File: src/utd_pkg.sv
// Shared types and constants for the UTF-8 to UTF-16 decoder.
`timescale 1ns / 1ps

package utd_pkg;

    // Width of the per-message code unit counter; capacity is clamped to its maximum.
    localparam int COUNT_WIDTH = 16;
    localparam logic [COUNT_WIDTH-1:0] UNIT_MAX = '1;

    // Command queue between decoder and output stage; depth must be a power of two.
    localparam int QUEUE_DEPTH = 4;
    localparam int QPTR_W      = $clog2(QUEUE_DEPTH);
    localparam int QCNT_W      = $clog2(QUEUE_DEPTH + 1);

    // Status codes
    localparam logic [1:0] ST_OK       = 2'd0;
    localparam logic [1:0] ST_INVALID  = 2'd1;
    localparam logic [1:0] ST_OVERFLOW = 2'd2;

    // Byte classification limits
    localparam logic [7:0] LEAD_MIN   = 8'hC2;
    localparam logic [7:0] LEAD3_MIN  = 8'hE0;
    localparam logic [7:0] LEAD4_MIN  = 8'hF0;
    localparam logic [7:0] LEAD_LIMIT = 8'hF5;
    localparam logic [7:0] LEAD_ED    = 8'hED;
    localparam logic [7:0] LEAD_F4    = 8'hF4;
    localparam logic [7:0] TRAIL_A0   = 8'hA0;
    localparam logic [7:0] TRAIL_90   = 8'h90;

    localparam logic [20:0] SUPP_BASE = 21'h10000;
    localparam logic [5:0]  HI_SURR   = 6'b110110;
    localparam logic [5:0]  LO_SURR   = 6'b110111;

    // Work for the output stage produced by one accepted byte.
    typedef struct packed {
        logic [15:0] unit0;
        logic [15:0] unit1;
        logic [1:0]  n_units;
        logic        has_status;
        logic [1:0]  status;
    } cmd_t;

    // Queue handshake between the stages
    typedef struct packed {
        logic full;
        logic empty;
    } queue_flags_t;

endpackage

File: src/utf8_to_utf16_decoder.sv
// Top level of the UTF-8 to UTF-16 decoder.
`timescale 1ns / 1ps

// Takes one UTF-8 byte per cycle on the slave stream (tlast on the final byte of a
// message) and produces UTF-16 code units on the master stream, closing each message
// with a status item (tlast high, tuser flags it). The front end decodes one byte per
// cycle and posts its work to a four-entry command queue. The output stage emits one
// item per cycle when the receiver is ready. The items a byte yields are none for a
// lead byte, a middle trail byte or a dropped byte without the end flag, one for a
// completed character, two for a surrogate pair or a character plus status, three
// for a surrogate pair plus status. Input is accepted while the queue has room,
// independent of output backpressure until the queue fills. After an error, bytes
// are dropped up to the end of the message and the status carries the first error.
module utf8_to_utf16_decoder (
    input  logic        clk,
    input  logic        rst_n,
    input  logic        cfg_we,
    input  logic [15:0] cfg_wdata,      // output_capacity
    input  logic        s_axis_tvalid,
    output logic        s_axis_tready,
    input  logic [7:0]  s_axis_tdata,   // [7:0] utf8_byte
    input  logic        s_axis_tlast,   // message_end
    output logic        m_axis_tvalid,
    input  logic        m_axis_tready,
    output logic [15:0] m_axis_tdata,   // [15:0] code_unit
    output logic [2:0]  m_axis_tuser,   // [0] is_status, [2:1] status_code
    output logic        m_axis_tlast    // last_of_message
);

    logic                  push;
    logic                  pop;
    utd_pkg::cmd_t         push_cmd;
    utd_pkg::cmd_t         head;
    utd_pkg::queue_flags_t q_flags;
    logic                  is_status;
    logic [1:0]            status_code;

    utd_front u_front (
        .clk       (clk),
        .rst_n     (rst_n),
        .cfg_we    (cfg_we),
        .cfg_wdata (cfg_wdata),
        .in_valid  (s_axis_tvalid),
        .in_byte   (s_axis_tdata),
        .in_end    (s_axis_tlast),
        .q_flags   (q_flags),
        .in_ready  (s_axis_tready),
        .push      (push),
        .push_cmd  (push_cmd)
    );

    utd_queue u_queue (
        .clk      (clk),
        .rst_n    (rst_n),
        .push     (push),
        .push_cmd (push_cmd),
        .pop      (pop),
        .head     (head),
        .flags    (q_flags)
    );

    utd_back u_back (
        .clk           (clk),
        .rst_n         (rst_n),
        .head          (head),
        .flags         (q_flags),
        .pop           (pop),
        .out_ready     (m_axis_tready),
        .out_valid     (m_axis_tvalid),
        .out_unit      (m_axis_tdata),
        .out_is_status (is_status),
        .out_status    (status_code),
        .out_last      (m_axis_tlast)
    );

    assign m_axis_tuser = {status_code, is_status};

endmodule

File: src/utd_front.sv
// Decoder front end: validates UTF-8 bytes and builds output commands.
`timescale 1ns / 1ps

module utd_front (
    input  logic                clk,
    input  logic                rst_n,
    input  logic                cfg_we,
    input  logic [15:0]         cfg_wdata,
    input  logic                in_valid,
    input  logic [7:0]          in_byte,
    input  logic                in_end,
    input  utd_pkg::queue_flags_t q_flags,
    output logic                in_ready,
    output logic                push,
    output utd_pkg::cmd_t       push_cmd
);

    logic [15:0]                      capacity_reg;
    logic [7:0]                       lead_reg, lead_next;
    logic [1:0]                       rem_reg, rem_next;
    logic [20:0]                      acc_reg, acc_next;
    logic [utd_pkg::COUNT_WIDTH-1:0]  units_reg, units_next;
    logic                             drop_reg, drop_next;

    logic [utd_pkg::COUNT_WIDTH-1:0]  cap;
    logic [1:0]                       err;
    logic                             second;
    logic                             four_byte;
    logic [20:0]                      acc_new;
    logic [20:0]                      supp;
    logic                             accept;
    utd_pkg::cmd_t                    cmd;

    assign in_ready = !q_flags.full;
    assign accept   = in_valid && in_ready;
    assign acc_new  = {acc_reg[14:0], in_byte[5:0]};
    assign supp     = acc_new - utd_pkg::SUPP_BASE;

    always_comb
    begin
        if (32'(capacity_reg) > 32'(utd_pkg::UNIT_MAX))
        begin
            cap = utd_pkg::UNIT_MAX;
        end
        else
        begin
            cap = utd_pkg::COUNT_WIDTH'(capacity_reg);
        end
    end

    always_comb
    begin
        lead_next  = lead_reg;
        rem_next   = rem_reg;
        acc_next   = acc_reg;
        units_next = units_reg;
        drop_next  = drop_reg;
        err        = utd_pkg::ST_OK;
        cmd        = '0;
        four_byte  = (lead_reg >= utd_pkg::LEAD4_MIN);
        if (lead_reg < utd_pkg::LEAD3_MIN)
        begin
            second = (rem_reg == 2'd1);
        end
        else if (!four_byte)
        begin
            second = (rem_reg == 2'd2);
        end
        else
        begin
            second = (rem_reg == 2'd3);
        end

        if (drop_reg)
        begin
            if (in_end)
            begin
                cmd.has_status = 1'b1;
                cmd.status     = lead_reg[1:0];
                lead_next      = '0;
                rem_next       = '0;
                acc_next       = '0;
                units_next     = '0;
                drop_next      = 1'b0;
            end
        end
        else
        begin
            if (rem_reg == 2'd0)
            begin
                if (units_reg >= cap)
                begin
                    err = utd_pkg::ST_OVERFLOW;
                end
                else if (!in_byte[7])
                begin
                    cmd.unit0   = {8'h00, in_byte};
                    cmd.n_units = 2'd1;
                    units_next  = units_reg + 1'b1;
                end
                else if (in_byte < utd_pkg::LEAD_MIN || in_byte >= utd_pkg::LEAD_LIMIT)
                begin
                    err = utd_pkg::ST_INVALID;
                end
                else
                begin
                    lead_next = in_byte;
                    if (in_byte < utd_pkg::LEAD3_MIN)
                    begin
                        rem_next = 2'd1;
                        acc_next = {16'h0000, in_byte[4:0]};
                    end
                    else if (in_byte < utd_pkg::LEAD4_MIN)
                    begin
                        rem_next = 2'd2;
                        acc_next = {17'h00000, in_byte[3:0]};
                    end
                    else
                    begin
                        rem_next = 2'd3;
                        acc_next = {18'h00000, in_byte[2:0]};
                    end
                end
            end
            else
            begin
                if (in_byte[7:6] != 2'b10)
                begin
                    err = utd_pkg::ST_INVALID;
                end
                else if (second && lead_reg == utd_pkg::LEAD3_MIN && in_byte < utd_pkg::TRAIL_A0)
                begin
                    err = utd_pkg::ST_INVALID;
                end
                else if (second && lead_reg == utd_pkg::LEAD_ED && in_byte >= utd_pkg::TRAIL_A0)
                begin
                    err = utd_pkg::ST_INVALID;
                end
                else if (second && lead_reg == utd_pkg::LEAD4_MIN && in_byte < utd_pkg::TRAIL_90)
                begin
                    err = utd_pkg::ST_INVALID;
                end
                else if (second && lead_reg == utd_pkg::LEAD_F4 && in_byte >= utd_pkg::TRAIL_90)
                begin
                    err = utd_pkg::ST_INVALID;
                end

                if (err == utd_pkg::ST_OK)
                begin
                    acc_next = acc_new;
                    rem_next = rem_reg - 2'd1;
                    if (rem_reg == 2'd1)
                    begin
                        if (four_byte)
                        begin
                            if (({1'b0, units_reg} + 2'd2) > {1'b0, cap})
                            begin
                                err = utd_pkg::ST_OVERFLOW;
                            end
                            else
                            begin
                                cmd.unit0   = {utd_pkg::HI_SURR, supp[19:10]};
                                cmd.unit1   = {utd_pkg::LO_SURR, supp[9:0]};
                                cmd.n_units = 2'd2;
                                units_next  = units_reg + 2'd2;
                            end
                        end
                        else
                        begin
                            cmd.unit0   = acc_new[15:0];
                            cmd.n_units = 2'd1;
                            units_next  = units_reg + 1'b1;
                        end
                    end
                end
            end

            if (err == utd_pkg::ST_OK && in_end && rem_next != 2'd0)
            begin
                err = utd_pkg::ST_INVALID;
            end

            if (in_end)
            begin
                cmd.has_status = 1'b1;
                cmd.status     = err;
                lead_next      = '0;
                rem_next       = '0;
                acc_next       = '0;
                units_next     = '0;
                drop_next      = 1'b0;
            end
            else if (err != utd_pkg::ST_OK)
            begin
                // hold the first error until the end flag
                drop_next = 1'b1;
                lead_next = {6'b000000, err};
                rem_next  = '0;
                acc_next  = '0;
            end
        end
    end

    assign push     = accept && (cmd.n_units != 2'd0 || cmd.has_status);
    assign push_cmd = cmd;

    always_ff @(posedge clk or negedge rst_n)
    begin
        if (!rst_n)
        begin
            capacity_reg <= 16'hFFFF;
            lead_reg     <= '0;
            rem_reg      <= '0;
            acc_reg      <= '0;
            units_reg    <= '0;
            drop_reg     <= 1'b0;
        end
        else
        begin
            if (cfg_we)
            begin
                capacity_reg <= cfg_wdata;
            end
            if (accept)
            begin
                lead_reg  <= lead_next;
                rem_reg   <= rem_next;
                acc_reg   <= acc_next;
                units_reg <= units_next;
                drop_reg  <= drop_next;
            end
        end
    end

endmodule

File: src/utd_queue.sv
// Short command queue between the decoder front end and the output stage.
`timescale 1ns / 1ps

module utd_queue (
    input  logic                  clk,
    input  logic                  rst_n,
    input  logic                  push,
    input  utd_pkg::cmd_t         push_cmd,
    input  logic                  pop,
    output utd_pkg::cmd_t         head,
    output utd_pkg::queue_flags_t flags
);

    utd_pkg::cmd_t                entry_reg [utd_pkg::QUEUE_DEPTH];
    logic [utd_pkg::QPTR_W-1:0]   wr_ptr_reg;
    logic [utd_pkg::QPTR_W-1:0]   rd_ptr_reg;
    logic [utd_pkg::QCNT_W-1:0]   count_reg;
    logic                         do_push;
    logic                         do_pop;

    assign flags.full  = (count_reg == utd_pkg::QCNT_W'(utd_pkg::QUEUE_DEPTH));
    assign flags.empty = (count_reg == '0);
    assign do_push     = push && !flags.full;
    assign do_pop      = pop && !flags.empty;
    assign head        = entry_reg[rd_ptr_reg];

    always_ff @(posedge clk)
    begin
        if (do_push)
        begin
            entry_reg[wr_ptr_reg] <= push_cmd;
        end
    end

    always_ff @(posedge clk or negedge rst_n)
    begin
        if (!rst_n)
        begin
            wr_ptr_reg <= '0;
            rd_ptr_reg <= '0;
            count_reg  <= '0;
        end
        else
        begin
            if (do_push)
            begin
                wr_ptr_reg <= wr_ptr_reg + 1'b1;
            end
            if (do_pop)
            begin
                rd_ptr_reg <= rd_ptr_reg + 1'b1;
            end
            if (do_push && !do_pop)
            begin
                count_reg <= count_reg + 1'b1;
            end
            else if (do_pop && !do_push)
            begin
                count_reg <= count_reg - 1'b1;
            end
        end
    end

endmodule

File: src/utd_back.sv
// Output stage: expands queued commands into one result item per cycle while the receiver is ready.
`timescale 1ns / 1ps

module utd_back (
    input  logic                  clk,
    input  logic                  rst_n,
    input  utd_pkg::cmd_t         head,
    input  utd_pkg::queue_flags_t flags,
    output logic                  pop,
    input  logic                  out_ready,
    output logic                  out_valid,
    output logic [15:0]           out_unit,
    output logic                  out_is_status,
    output logic [1:0]            out_status,
    output logic                  out_last
);

    logic        valid_reg;
    logic [15:0] unit_reg;
    logic        is_status_reg;
    logic [1:0]  status_reg;
    logic [1:0]  phase_reg;
    logic [1:0]  total;
    logic        load;
    logic        emit;
    logic        last_item;

    assign total     = head.n_units + {1'b0, head.has_status};
    assign load      = !valid_reg || out_ready;
    assign emit      = load && !flags.empty;
    assign last_item = (phase_reg + 2'd1 == total);
    assign pop       = emit && last_item;

    always_ff @(posedge clk or negedge rst_n)
    begin
        if (!rst_n)
        begin
            valid_reg <= 1'b0;
            phase_reg <= '0;
        end
        else if (load)
        begin
            valid_reg <= !flags.empty;
            if (emit)
            begin
                // advance within the command, restart once it is drained
                phase_reg <= last_item ? 2'd0 : phase_reg + 2'd1;
            end
        end
    end

    always_ff @(posedge clk)
    begin
        if (emit)
        begin
            if (phase_reg < head.n_units)
            begin
                unit_reg      <= (phase_reg == 2'd0) ? head.unit0 : head.unit1;
                is_status_reg <= 1'b0;
                status_reg    <= utd_pkg::ST_OK;
            end
            else
            begin
                unit_reg      <= '0;
                is_status_reg <= 1'b1;
                status_reg    <= head.status;
            end
        end
    end

    assign out_valid     = valid_reg;
    assign out_unit      = unit_reg;
    assign out_is_status = is_status_reg;
    assign out_status    = status_reg;
    assign out_last      = is_status_reg;

endmodule

File: config.mk
export PLATFORM = sky130hd
export DESIGN_NAME = utf8_to_utf16_decoder
export DESIGN_NICKNAME = d
export VERILOG_FILES = /design/src/utd_pkg.sv /design/src/utf8_to_utf16_decoder.sv /design/src/utd_front.sv /design/src/utd_queue.sv /design/src/utd_back.sv
export SDC_FILE = /design/constraint.sdc
export NUM_CORES = 1
export LEC_CHECK = 0
export BUFFER_PORTS_ARGS = -buffer_cell sky130_fd_sc_hd__buf_4
export CAP_MARGIN = 20
export CORE_MARGIN = 1
export CORE_UTILIZATION = 55
export CTS_CLUSTER_SIZE = 25
export DETAILED_ROUTE_END_ITERATION = 6
export GPL_TIMING_DRIVEN = 0
export PLACE_DENSITY = 0.69
export RECOVER_POWER = 50
export SLEW_MARGIN = 20
export SYNTH_ARGS = -nofsm -noshare
export SYNTH_HDL_FRONTEND = slang
export SYNTH_SLANG_ARGS = --single-unit
File: constraint.sdc
create_clock -name clk -period 10 [get_ports clk]
set_input_delay 2 -clock clk [delete_from_list [all_inputs] [get_ports clk]]
set_output_delay 2 -clock clk [all_outputs]
set_load 0.02 [all_outputs]
# ---- Word level (Yosys, flattened, before mapping)
# Memories as Yosys holds them, arrays and structs flattened.
# Index checks and enable logic that the tools add are counted.
# W data, S select, Z words.
dict set report totals {
  wordCells 192
  input_bits 30
  register_bits 86
  memories 1
  ram_bits 148
  out_inout_bits 22
}
dict set report op_classes {
  n_lt_le_gt_ge 13
  addsub 11
  eq_ne 19
  muxes 89
  n_reduce_logical 45
}
# memory depth width rd rd_clocked_by_memory_dff write_ports line_no
set memory_table {}
lappend memory_table {u_queue.entry_reg 4 37 1 0 1 utd_queue.sv:14} ;# utd_pkg::cmd_t entry_reg [utd_pkg::QUEUE_DEPTH];
# operator count
set ops {}
lappend ops {{$mux W16} 16}
lappend ops {{$mux W34} 4}
lappend ops {{$mux W14} 9}
lappend ops {{$mux W8} 8}
lappend ops {{$mux W2} 31}
lappend ops {{$lt A8 B8 Y1 const B} 6}
lappend ops {{$eq A8 B8 Y1 const B} 4}
lappend ops {{$ge A8 B8 Y1 const B} 4}
lappend ops {{$sub A20 B17 Y20 const B} 1}
lappend ops {{$logic_and A1 B1 Y1} 18}
lappend ops {{$add A16 B2 Y17 const B} 1}
lappend ops {{$gt A17 B16 Y1} 1}
lappend ops {{$add A16 B1 Y16 const B} 1}
lappend ops {{$add A16 B2 Y16 const B} 1}
lappend ops {{$ge A16 B16 Y1} 1}
lappend ops {{$ne A4 B4 Y1 const B} 4}
lappend ops {{$mux W3} 5}
lappend ops {{$mux W1} 13}
lappend ops {{$ne A3 B3 Y1 const B} 4}
lappend ops {{$reduce_and A6 Y1} 2}
lappend ops {{$reduce_bool A3 Y1} 4}
lappend ops {{$logic_not A2 Y1} 4}
lappend ops {{$reduce_bool A2 Y1} 4}
lappend ops {{$mux W7} 1}
lappend ops {{other kinds (19)} 30}

# ---- Longest topological paths before layout
dict set report depth {
  depth_word 32
  depth_mapped 20
}

# ---- Cells and area by module
# From an unflattened synthesis, not the netlist that was laid out.
dict set report unflattened {
  cells_unflattened 857
  area_unflattened_um2 11398.4
}
# mod n_inst seq_area_each_um2 cells_per_inst area_per_inst_um2
set by_module_without_submodules {}
lappend by_module_without_submodules {utd_queue 1 4619.4 229 5749.3}
lappend by_module_without_submodules {utd_front 1 1446.4 545 4493.1}
lappend by_module_without_submodules {utd_back 1 645.6 82 1148.6}
lappend by_module_without_submodules {utf8_to_utf16_decoder 1 0.0 1 7.5}

# ---- Worst setup path before layout
# Ideal clock, no wire load.
dict set report synth_timing {
  path_kind {input port to flip-flop}
  start {input s_axis_tdata[5]}
  end {memory u_queue.entry_reg[0][0] in the netlist's numbering, enable pin}
  setup_ps 391
  arrival_ps 4496
  stages 11
  slack_ps 5113
  path_cell_list {buf_6 and3_1 a31oi_1 a211oi_2 or4_1 buf_2 o21ai_4 o31ai_2 buf_2 inv_2 and2_1}
}
# element line_no
set synth_rtl {}
lappend synth_rtl {{start, declared} utf8_to_utf16_decoder.sv:21} ;# input logic [7:0] s_axis_tdata,
lappend synth_rtl {{end, declared} utd_queue.sv:14}

==> summary.md <==
| Metric | Value |
|---|---|
| Status | finished with violations |
| Failing checks | capacitance limit, slew limit |
| Vias/cell | slightly above 6 |
| Count leader, synth | edfxtp_1 |
| Setup CP Type | in2reg |
| Synth area leader | edfxtp_1 |
| Met2 Wirelength | 10.8 mm |
| Initial core utilization | 0.561 |
| Die X | about 140 um |
| M1 WL | 9.70 mm |
| Die area | 18900 um2 |
| Min-delay worst type | reg2reg |
| Slew Viols, Final | 68 |
| Main synth FF type | edfxtp_1 |
| Worst skew pair latency | just over 0.5 ns |
| CP Data Arrival Time | ~6.0 ns |
| Synth Net Count | 847 |
| CP Max Fanout | 10 |
| Yosys top cell area share | 0.426 |
| Hold Vio Cnt, Final | 0 |
| DRT antenna net count | 0 |
| Top Ports | 52 |
| CTS sink cnt | 210 |
| RSZ-0062 raised after global routing | false |
| Reg clk slew, reported paths | 0.06 ns |
| Rows | 49 |
| Leak | between 0.004 and 0.005 uW |
| Largest net degree at the start of global routing | 68 |
| Final nets | 925 |
| Setup crit end kind | flop |
| GPL Wtd Cong | around 0.90 |
| Worst setup SP type | primary input |
| Commonest cells in the synthesized netlist | 143 x edfxtp_1, 61 x nand2_1, 51 x dfrtp_1 |
| Post-synthesis sequential area ratio | 0.595 |
| Power Density | roughly 260 nW/um2 |
| Setup bufs post-CTS | 0 |
| GRT Total Usage | 0.250 |
| Drt drc | 0 |
| Period utilization | 0.562 |
| Ys Warns | 0 |
| Top cells by area, synth | edfxtp_1 43%, dfrtp_1 13%, mux4_2 6.9% |
| Global-route wire length before repair | 35.6 mm |
| Placed cell count | roughly 1100 |
| Number of global-route vias before repair | 6696 |
| Required time at the worst-slack endpoint | roughly 10 ns |
| Vias post-DR | 6642 |
| Hold path cells | 1 |
| Fillers | about 1400 |
| Number of synthesized flops with an enable pin | about 140 |
| Die span in y | between 100 and 150 um |
| Synth Register Bits | 210 |
| WL final | roughly 22 mm |
| Initial drt markers | approximately 440 |
| Clock buffer depth | 3 |
| Cts hold-fix bufs | 0 |
| Layout cells sized above 1 | 0.151 |
| Worst VDD drop | about 0.00019 V |
| Max Cap Viol | 1 |
| Final setup violation count | 0 |
| Fin crit period | approximately 5.6 ns |
| Antenna diodes | 0 |
| Share of flip-flops with an asynchronous set or reset | 0.319 |
| Highest routed layer | met4 |
| Clock buffer count from CTS | 22 |
| Root Buffer | clkbuf_16 |
| Syn Inst Count | slightly below 800 |
| FF-to-FF path depth | 20 |
| Post-synth cell types | 69 |
| Least-Margin Pin Slew | between 3 and 4 ns |
| Worst slew margin | -1.52 |
| Synth-to-Final Area Change | 13.4% |
| Placeable Area | 18000 um2 |
| Setup TNS | 0 ns |
| Clock skew | roughly 0.017 ns |
| Maximum level of the CTS H-tree | 1 |
| Routed wire length on met3 | 1.32 mm |
| CTS tree | yes |
| Synth Cell Area | between 10000 and 15000 um2 |
| Peak Freq | approximately 180 MHz |
| Half-perimeter wire length after placement | roughly 16 mm |
| Largest register FFs | about 120 |
| Global route total overflow | 0 |
| I/O Buffers | 49 |
| Worst setup slack after layout | around 4.4 ns |
| Layout Cells excl Fill | approximately 1100 |
| Drt pass-1 iters | 5 |
| Setup Slack @ Placement | roughly 4.6 ns |
| CTS resizes | 0 |
| Syn Area/Cell | around 13 um2 |
| Initial antenna violation count | 1 |
| DR WL/cell | 20.4 um |
metrics by stage:
step / hold WS [ns] / utilization / cell area, um2 / power (uW)
5_1_grt: 0.531 / 0.636 / 11400 / 3170
2_1_floorplan: 0.464 / - / 10100 / 1920
4_1_cts: 0.516 / 0.647 / 11600 / 3090
3_5_place_dp: 0.510 / 0.605 / 10900 / 2270
6_report: 0.516 / 0.636 / 11400 / 3020
3_3_place_gp: 0.472 / 0.597 / 10700 / 2200
cell usage in the layout, fill, tap and decap left out, drive strengths merged, types with 5 or more instances in the layout:
cell / instances
o22ai: 6
edfxtp: 143
mux4: 31
nand2b: 6
a22oi: 11
and3: 10
a21oi: 32
o31ai: 8
inv: 52
o21a: 7
o211ai: 5
nand3: 17
dfrtp: 51
nand2: 61
xnor2: 14
ha: 44
mux2i: 12
a22o: 11
clkbuf: 79
xor2: 11
a31oi: 5
o21ai: 51
nor3: 11
dfstp: 16
or4: 5
and2: 18
nor2: 45
mux2: 7
buf: 37
a211oi: 5
nand4: 11
path summary, 6_finish.rpt:
check,startpoint,to,slack (ns)
max reg2reg,u_front.units_reg[4],u_queue.count_reg[2],4.87
min reg2reg,u_queue.count_reg[2],u_queue.count_reg[2],0.52
min in group asynchronous,rst_n,u_front.units_reg[9],2.80
max in group asynchronous,rst_n,u_front.acc_reg[8],5.09
min,u_queue.count_reg[2],u_queue.count_reg[2],0.52
max,s_axis_tdata[4],u_queue.count_reg[1],4.38
cell families (layout without fill, tap and decap cells):
| logic type | count (synthesis) | in the layout | share of synthesized area |
|---|---|---|---|
| xor+xnor | 25 | 25 | 0.0217 |
| buf+inv | 83 | 177 | 0.0340 |
| mux | 50 | 50 | 0.0890 |
| fa+ha+maj | 45 | 45 | 0.0566 |
| compound gates | 159 | 159 | 0.105 |
| flops | 210 | 210 | 0.595 |
| simple gates | 200 | 200 | 0.0992 |
layer usage:
layer  vias up  global-route usage
met5         -                   0
met3        45              0.0397
met4         0              0.0775
met1      3320               0.340
li1       3058                   -
met2       219               0.414
layout make-up:
type / instances / area [um2] / share of cell area
Inverter: 51 / 191 / 0.0167
Clock inverter: 10 / 130 / 0.0114
Clock buffer: 30 / 611 / 0.0534
Multi-Input combinational cell: 479 / 3690 / 0.323
Tap cell: 229 / 287 / 0.0251
Timing Repair Buffer: 54 / 384 / 0.0336
Sequential cell: 210 / 5990 / 0.524
Buffer: 32 / 143 / 0.0125
where the power goes:
part	internal [uW]	switching [uW]
Combinational	377	581
Clock	485	337
Sequential	1150	82.2
Total	2020	1000
worst max-delay path: stages:
cell       delay (ns)
clkbuf_1         0.36
nor2b_1          0.19
o2111ai_1        0.11
a211oi_1         0.52
or4_1            0.20
clkbuf_1         0.24
o21ai_0          0.37
o31ai_2          0.60
buf_2            0.36
inv_2            0.10
ha_1             0.21
inv_1            0.07
fa_1             0.40
mux2_2           0.27
Note: power is estimated with default switching activity, not from simulation.
